### config.mk
export PLATFORM = sky130hd
export DESIGN_NAME = pei_power
export DESIGN_NICKNAME = d
export VERILOG_FILES = /design/src/rtl/core/pei_pkg.sv /design/src/rtl/core/pei_power.sv
export SDC_FILE = /design/constraint.sdc
export NUM_CORES = 2
export LEC_CHECK = 0
export BUFFER_PORTS_ARGS = -buffer_cell sky130_fd_sc_hd__buf_2
export CAP_MARGIN = 20
export CORE_ASPECT_RATIO = 1.75
export CORE_MARGIN = 2
export CORE_UTILIZATION = 30
export DETAILED_ROUTE_END_ITERATION = 8
export RECOVER_POWER = 100
export SYNTH_ARGS = -nofsm -noshare
export SYNTH_HDL_FRONTEND = slang
export SYNTH_SLANG_ARGS = --single-unit
### constraint.sdc
create_clock -name i_clk -period 13.4 [get_ports i_clk]
set_input_delay 1.34 -clock i_clk [delete_from_list [all_inputs] [get_ports i_clk]]
set_output_delay 1.34 -clock i_clk [all_outputs]
set_load 0.02 [all_outputs]
### src/rtl/core/pei_pkg.sv
// Shared widths, curve codes and sideband type for the polynomial easing interpolator.
// No dependencies; every other file in rtl/core uses this package by scoped name.
`timescale 1ns / 1ps
`default_nettype none

package pei_pkg;

    localparam int VALUE_BITS = 16;
    localparam int FUNC_W     = 3;
    localparam int STEP_W     = 8;
    localparam int OUT_W      = 32;

    localparam int DIFF_W     = VALUE_BITS + 1;
    localparam int BASE_W     = STEP_W + 1;
    localparam int P2_W       = 2 * BASE_W;
    localparam int P3_W       = 3 * BASE_W;
    localparam int P4_W       = 4 * BASE_W;
    localparam int T2_W       = 2 * STEP_W;
    localparam int T3_W       = 3 * STEP_W;
    localparam int POW_W      = 4 * STEP_W;
    localparam int NUM_W      = DIFF_W + POW_W;
    localparam int SUM_W      = NUM_W + 2;

    localparam logic [FUNC_W-1:0] FN_LINEAR    = 3'd0;
    localparam logic [FUNC_W-1:0] FN_QUAD_IN   = 3'd1;
    localparam logic [FUNC_W-1:0] FN_CUBIC_IN  = 3'd2;
    localparam logic [FUNC_W-1:0] FN_QUART_IN  = 3'd3;
    localparam logic [FUNC_W-1:0] FN_QUAD_OUT  = 3'd4;
    localparam logic [FUNC_W-1:0] FN_CUBIC_OUT = 3'd5;

    localparam logic [1:0] KIND_POLY = 2'd0;
    localparam logic [1:0] KIND_END  = 2'd1;
    localparam logic [1:0] KIND_ZERO = 2'd2;

    typedef struct packed {
        logic [1:0]                   kind;
        logic                         neg;
        logic                         sub;
        logic signed [VALUE_BITS-1:0] offset;
    } t_side;

endpackage

`default_nettype wire

### src/rtl/core/pei_power.sv
// Front pipeline: curve decode, step powers, magnitude of the scaled difference.
// Depends on pei_pkg. Six register stages, all advancing on i_en.
`timescale 1ns / 1ps
`default_nettype none

module pei_power (
    input  wire                                      i_clk,
    input  wire                                      i_rst_n,
    input  wire                                      i_en,
    input  wire                                      i_valid,
    input  wire [pei_pkg::FUNC_W-1:0]                i_func,
    input  wire signed [pei_pkg::VALUE_BITS-1:0]     i_start_value,
    input  wire signed [pei_pkg::VALUE_BITS-1:0]     i_end_value,
    input  wire [pei_pkg::STEP_W-1:0]                i_step_now,
    input  wire [pei_pkg::STEP_W-1:0]                i_step_total,
    output logic                                     o_valid,
    output logic [pei_pkg::NUM_W-1:0]                o_num,
    output logic [pei_pkg::POW_W-1:0]                o_den,
    output pei_pkg::t_side                           o_side
);

    logic [5:0] r_v;

    // stage 1
    logic signed [pei_pkg::BASE_W-1:0] r1_p1, n1_p1;
    logic [pei_pkg::STEP_W-1:0]        r1_t1;
    logic [1:0]                        r1_ksel, n1_ksel;
    logic signed [pei_pkg::DIFF_W-1:0] r1_diff;
    pei_pkg::t_side                    r1_side, n1_side;
    // stage 2
    logic signed [pei_pkg::BASE_W-1:0] r2_p1;
    logic signed [pei_pkg::P2_W-1:0]   r2_p2;
    logic [pei_pkg::STEP_W-1:0]        r2_t1;
    logic [pei_pkg::T2_W-1:0]          r2_t2;
    logic [1:0]                        r2_ksel;
    logic signed [pei_pkg::DIFF_W-1:0] r2_diff;
    pei_pkg::t_side                    r2_side;
    // stage 3
    logic signed [pei_pkg::BASE_W-1:0] r3_p1;
    logic signed [pei_pkg::P2_W-1:0]   r3_p2;
    logic signed [pei_pkg::P3_W-1:0]   r3_p3;
    logic [pei_pkg::STEP_W-1:0]        r3_t1;
    logic [pei_pkg::T2_W-1:0]          r3_t2;
    logic [pei_pkg::T3_W-1:0]          r3_t3;
    logic [1:0]                        r3_ksel;
    logic signed [pei_pkg::DIFF_W-1:0] r3_diff;
    pei_pkg::t_side                    r3_side;
    // stage 4
    logic signed [pei_pkg::BASE_W-1:0] r4_p1;
    logic signed [pei_pkg::P2_W-1:0]   r4_p2;
    logic signed [pei_pkg::P3_W-1:0]   r4_p3;
    logic signed [pei_pkg::P4_W-1:0]   r4_p4;
    logic [pei_pkg::STEP_W-1:0]        r4_t1;
    logic [pei_pkg::T2_W-1:0]          r4_t2;
    logic [pei_pkg::T3_W-1:0]          r4_t3;
    logic [pei_pkg::POW_W-1:0]         r4_t4;
    logic [1:0]                        r4_ksel;
    logic signed [pei_pkg::DIFF_W-1:0] r4_diff;
    pei_pkg::t_side                    r4_side;
    // stage 5
    logic [pei_pkg::POW_W-1:0]         r5_pmag;
    logic [pei_pkg::POW_W-1:0]         r5_den;
    logic [pei_pkg::DIFF_W-1:0]        r5_dmag;
    pei_pkg::t_side                    r5_side;
    // stage 6
    logic [pei_pkg::NUM_W-1:0]         r6_num;
    logic [pei_pkg::POW_W-1:0]         r6_den;
    pei_pkg::t_side                    r6_side;

    logic signed [pei_pkg::P4_W-1:0]   n5_pk;
    logic [pei_pkg::POW_W-1:0]         n5_tk;
    logic [pei_pkg::P4_W-1:0]          n5_pabs;
    logic signed [pei_pkg::DIFF_W-1:0] n5_dabs;
    pei_pkg::t_side                    n5_side;
    logic                              is_out;

    always_comb begin
        is_out = (i_func == pei_pkg::FN_QUAD_OUT) || (i_func == pei_pkg::FN_CUBIC_OUT);
        if (is_out) begin
            n1_p1   = $signed({1'b0, i_step_total}) - $signed({1'b0, i_step_now});
            n1_ksel = i_func[1:0] - 2'd3;
        end else begin
            n1_p1   = $signed({1'b0, i_step_now});
            n1_ksel = i_func[1:0];
        end
        n1_side.sub    = is_out;
        n1_side.neg    = 1'b0;
        n1_side.offset = is_out ? i_end_value : i_start_value;
        if (i_step_total == '0) begin
            n1_side.kind   = pei_pkg::KIND_END;
            n1_side.offset = i_end_value;
        end else if (i_func > pei_pkg::FN_CUBIC_OUT) begin
            n1_side.kind = pei_pkg::KIND_ZERO;
        end else begin
            n1_side.kind = pei_pkg::KIND_POLY;
        end
    end

    always_comb begin
        case (r4_ksel)
            2'd0: begin
                n5_pk = {{(pei_pkg::P4_W-pei_pkg::BASE_W){r4_p1[pei_pkg::BASE_W-1]}}, r4_p1};
                n5_tk = {{(pei_pkg::POW_W-pei_pkg::STEP_W){1'b0}}, r4_t1};
            end
            2'd1: begin
                n5_pk = {{(pei_pkg::P4_W-pei_pkg::P2_W){r4_p2[pei_pkg::P2_W-1]}}, r4_p2};
                n5_tk = {{(pei_pkg::POW_W-pei_pkg::T2_W){1'b0}}, r4_t2};
            end
            2'd2: begin
                n5_pk = {{(pei_pkg::P4_W-pei_pkg::P3_W){r4_p3[pei_pkg::P3_W-1]}}, r4_p3};
                n5_tk = {{(pei_pkg::POW_W-pei_pkg::T3_W){1'b0}}, r4_t3};
            end
            default: begin
                n5_pk = r4_p4;
                n5_tk = r4_t4;
            end
        endcase
        n5_pabs = n5_pk[pei_pkg::P4_W-1] ? $unsigned(-n5_pk) : $unsigned(n5_pk);
        n5_dabs = r4_diff[pei_pkg::DIFF_W-1] ? -r4_diff : r4_diff;
        n5_side     = r4_side;
        n5_side.neg = r4_diff[pei_pkg::DIFF_W-1] ^ n5_pk[pei_pkg::P4_W-1];
    end

    always_ff @(posedge i_clk) begin
        if (!i_rst_n) begin
            r_v <= '0;
        end else if (i_en) begin
            r_v <= {r_v[4:0], i_valid};
        end
    end

    always_ff @(posedge i_clk) begin
        if (i_en) begin
            r1_p1   <= n1_p1;
            r1_t1   <= i_step_total;
            r1_ksel <= n1_ksel;
            r1_diff <= $signed({i_end_value[pei_pkg::VALUE_BITS-1], i_end_value})
                     - $signed({i_start_value[pei_pkg::VALUE_BITS-1], i_start_value});
            r1_side <= n1_side;

            r2_p1   <= r1_p1;
            r2_p2   <= pei_pkg::P2_W'(r1_p1) * pei_pkg::P2_W'(r1_p1);
            r2_t1   <= r1_t1;
            r2_t2   <= pei_pkg::T2_W'(r1_t1) * pei_pkg::T2_W'(r1_t1);
            r2_ksel <= r1_ksel;
            r2_diff <= r1_diff;
            r2_side <= r1_side;

            r3_p1   <= r2_p1;
            r3_p2   <= r2_p2;
            r3_p3   <= pei_pkg::P3_W'(r2_p2) * pei_pkg::P3_W'(r2_p1);
            r3_t1   <= r2_t1;
            r3_t2   <= r2_t2;
            r3_t3   <= pei_pkg::T3_W'(r2_t2) * pei_pkg::T3_W'(r2_t1);
            r3_ksel <= r2_ksel;
            r3_diff <= r2_diff;
            r3_side <= r2_side;

            r4_p1   <= r3_p1;
            r4_p2   <= r3_p2;
            r4_p3   <= r3_p3;
            r4_p4   <= pei_pkg::P4_W'(r3_p3) * pei_pkg::P4_W'(r3_p1);
            r4_t1   <= r3_t1;
            r4_t2   <= r3_t2;
            r4_t3   <= r3_t3;
            r4_t4   <= pei_pkg::POW_W'(r3_t3) * pei_pkg::POW_W'(r3_t1);
            r4_ksel <= r3_ksel;
            r4_diff <= r3_diff;
            r4_side <= r3_side;

            r5_pmag <= n5_pabs[pei_pkg::POW_W-1:0];
            r5_den  <= n5_tk;
            r5_dmag <= $unsigned(n5_dabs);
            r5_side <= n5_side;

            r6_num  <= pei_pkg::NUM_W'(r5_dmag) * pei_pkg::NUM_W'(r5_pmag);
            r6_den  <= r5_den;
            r6_side <= r5_side;
        end
    end

    assign o_valid = r_v[5];
    assign o_num   = r6_num;
    assign o_den   = r6_den;
    assign o_side  = r6_side;

endmodule

`default_nettype wire

# After elaboration in Yosys (flattened, before gate mapping)
# Cells that the tools add are included.
# word_totals
elab_cells	86
ff_bits	700
output_inout_bits	102
# op_classes
add_sub_neg	5
reduce_logical	3
mul	7
bitwise_logic	1
n_lt_le_gt_ge	1
n_eq_ne	4
mux	9
# op_table
cell	n
$pmux W36 S3	1
$pmux W32 S3	1
$mul A17 B32 Y49	1
$mux W16	3
$mul A27 B9 Y36	1
$mul A24 B8 Y32	1
$mux W32	1
$neg A32 Y32	1
$mul A18 B9 Y27	1
$mul A16 B8 Y24	1
$mul A9 B9 Y18	1
$neg A17 Y17	1
$sub A16 B16 Y17	1
$mul A8 B8 Y16	1
$sub A8 B8 Y9	1
$logic_not A8 Y1	1
$mux W8	1
$eq A3 B3 Y1 const B	2
$mux W2	2
$gt A3 B3 Y1 const B	1
$eq A2 B1 Y1 const B	1
$eq A2 B2 Y1 const B	1
$logic_not A2 Y1	1
$sub A2 B2 Y2 const B	1
2 further kinds	2

# Depth between registers and ports, before layout
# logic_depth
depth_word	4
depth_mapped	25

# Least setup slack after synthesis
# OpenSTA, ideal clock, no wires.
# synth_timing
path_type	reg-to-reg
start	register r5_pmag[12] (netlist bit)
end	register r6_num, in the netlist o_num[47] (data pin)
period_less_slack_ns	6.561
path_stages_with_launch	23
t_required_ns	13.142
setup_ns	0.258
t_arrival_ns	6.302
slack_ns	6.839
cell_sequence	edfxtp_1 clkbuf_1 nand2_1 fa_1 fa_1 fa_1 inv_1 fa_1 fa_1 inv_1 fa_1 inv_1 ha_1 a211o_1 a21oi_1 a2bb2oi_1 nand4_1 a41oi_1 o21ai_0 a21o_1 a31o_2 a221o_1 xor2_1
# synth_via
elab_chain_cells	1
# synth_rtl
element	line	text
start: declaration	pei_power.sv:61	logic [pei_pkg::POW_W-1:0] r5_pmag;
start signal: assignment	pei_power.sv:171	r5_pmag <= n5_pabs[pei_pkg::POW_W-1:0];
$mul A17 B32 Y49	pei_power.sv:176	r6_num <= pei_pkg::NUM_W'(r5_dmag) * pei_pkg::NUM_W'(r5_pmag);
end signal: assignment	pei_power.sv:176	
end: declaration	pei_power.sv:66	logic [pei_pkg::NUM_W-1:0] r6_num;
# No other way between the ends.
# A chain may end at the register's enable or synchronous reset.

# Final worst setup path
# layout_timing
start	input port i_en
end	register r1_p1[3] (netlist bit), enable pin
# layout_lines
element	line	text
start: declaration	pei_power.sv:9	input wire i_en,
end signal: assignment	pei_power.sv:134	r1_p1 <= n1_p1;
end: declaration	pei_power.sv:25	logic signed [pei_pkg::BASE_W-1:0] r1_p1, n1_p1;
# No word-level cell between the ends.

==> impl_metrics.ini <==
[status]
status = finished, violations left
violations = max-capacitance violations, max-slew violations

[yosys]
syn_area_um2 = 67500
ys_async_sr_fraction_pct = 0
ys_ff_latch = 679
synth_top_area_share_pct = 31.7
synth_edf_count = 673
synth_ff_type = edfxtp_1
syn_inst = 6169
synthTopCellsByArea = fa_1 (32%), edfxtp_1 (30%), ha_1 (8.4%), inv_1 (6.6%), and2_1 (5.0%)
yosysSeqAreaShare_pct = 30.1
yosysWarnings = 0
synth_cell_types = 74
syn_area_per_cell_um2 = 10.9
synth_top_area_cell = fa_1

[timing]
tns_ps = 0
setup_viol = 0
hold_viol_final = 0
slew-limit-headroom_pct = -183
rsz0062_at_grt = no
tightest_slew_ps = 4250
min_period_ps = 9800
max_freq_mhz = 102
post-route-period-util_pct = 73.1
skew_ps = 31.9
setup_ws_ps = 3600
drv_slew = 864
hold_slack_ps = 406

[drt]
drc = 0
first_iter_violations = 2175
drtPass1Iterations = 5
vias = 42808
vias_per_cell = 4.66
drt-total-wl_um = 159000
ant_nets = 0
post_drt_wl_per_cell_um = 17.3

[clock_network]
cts_setup_buffers = 0
clkTransAtPathRegs_ps = 60
numCtsBuffers = 74
clkSinkCount = 679
hold_buffers = 0
clk_latency_ps = 680
clockBufferDepth = 3
ctsResizeCount = 0
ctsHtreeMaxLevel = 3
cts_tree = done
ctsRootBufferMaster = clkbuf_16

[hold_path]
hp-start = r2_diff[11]
min_to = r3_diff[11]
hold_class = flip-flop to flip-flop
hold-path-cell-count = 0

[floorplan]
die_y_um = 632
die_x_um = 363
top_level_ports = 157
start_util_pct = 30.1
dieArea_um2 = 229000
row_count = 230
core_um2 = 224000

[cells_and_area]
drive_gt1_share_pct = 4.18
multiInputGateArea_um2 = 41800
areaGrowthSynthToFinish_pct = 9.37
nFillCells = 22263
nNetsFinal = 7807
layout_commonest_cell = inv_1
layout_common_cells = inv_1 (1191), fa_1 (1068), nand2_1 (834)
register_area_um2 = 20300

[critical_path]
timing.rr.end = r4_p4[30]
cp.arrival_ps = 9980
worstPathMaxFanout = 131
required_ps = 13580
worst_r2r_path_depth = 21
worstReg2RegStart = r3_p1[0]
r2r_setup_slack_ps = 4520
cp-start-kind = input pin
critPathCaptureType = flip-flop
critPathKind = input pin to flip-flop

[global_routing]
grtUsageMet3_pct = 1.54
grt.total_usage_pct = 14.1
grt_pass1_wl_um = 254000
antenna_found_initial = 3
gr-total-overflow = 0
grt_pass1_vias = 47926
top_usage_layer = met2
grt_max_degree = 132
grt_use_met2_pct = 27.2
use_met1_pct = 15.2

[placement]
gp_congestion = 0.871
portBuffers = 156
post-place-ws_ps = 5090
dp_hpwl_um = 124000

[flow_run]
max_cap_violations = 19
==> layout make-up <==
class / count / share of cell area (%)
well taps: 2900 / 4.91
repair buffers: 209 / 1.39
clock inverters: 56 / 0.950
flip-flops and latches: 679 / 27.5
inverters: 1191 / 6.05
clock buffers: 79 / 2.56
diodes: 1 / 0.00339
multi-input cells: 4076 / 56.6
==> worst max-delay path by stage <==
| stage | from | endpoint |
|---|---|---|
| after floorplan | r5_pmag[12] | o_num[47] |
| after global placement | r5_dmag[6] | o_num[35] |
| after detailed placement | r5_dmag[6] | o_num[35] |
| after CTS | r5_dmag[6] | o_num[35] |
| after global routing | i_en | r1_p1[3] |
| final | i_en | r1_p1[3] |
==> synth_stat cells, drive strengths merged (12+ instances only) <==
cell    number
or3         23
mux2i       18
nand3       37
o21bai      27
edfxtp     673
clkbuf     193
nor3        33
and2       539
ha         453
o31ai       16
nor2       137
buf         32
nand2      835
a211oi      17
nand4       12
mux4        24
fa        1068
inv       1191
nor2b       44
mux2        31
a21o        61
a21oi      149
o21ai       91
nand2b      66
and3        20
o21a        28
xnor2      166
xor2        64
==> logic make-up (layout without fill, tap and decap cells) <==
family	after synthesis	after routing	synth area share [%]
AOI/OAI and AO/OA	474	474	4.52
xor gates and xnor gates	230	230	2.98
adders and majority gates	1521	1521	40.0
buffers and inverters	1416	1535	7.89
DFF	679	679	30.1
muxes	73	73	1.59
other	2	5	0.0111
and+or+nand+nor	1774	1774	12.9
==> critical path, stage by stage <==
cell      delay, ps
clkbuf_1       2170
buf_12          510
clkbuf_1       2600
clkbuf_1       3030
==> metal layers <==
metal / share of wire (%) / routed length (um) / vias to the layer above
met5: 0.013 / 20 / -
met4: 4.3 / 6760 / 2
met3: 3.7 / 5870 / 377
met2: 55 / 87300 / 988
met1: 37 / 58800 / 22042
li1: - / - / 19399
==> sequential cells by signal (all words and copies together) (netlist names), 19 cells and up <==
signal	flops
o_den	32
o_num	49
r5_side	20
r4_t4	31
r4_p3	26
r3_p3	26
o_side	20
r5_den	32
r4_t3	23
n5_side	19
r3_t3	23
r4_p4	32
r5_pmag	32
r2_side	19
r3_side	19
r1_side	19
==> through the flow <==
| step | std cells | area (um2) | utilization (%) |
|---|---|---|---|
| CTS | 9187 | 74100 | 33.1 |
| finish | 9191 | 73900 | 33.0 |
| floorplan | 6171 | 67600 | - |
| detailed placement | 9052 | 71500 | 31.9 |
| global route | 9191 | 73900 | 33.0 |
| global placement | 9051 | 71500 | 31.9 |
Power is left out: the tool's default activity adds up to more than one toggle a clock period on the data nets, which glitch-free logic cannot reach.
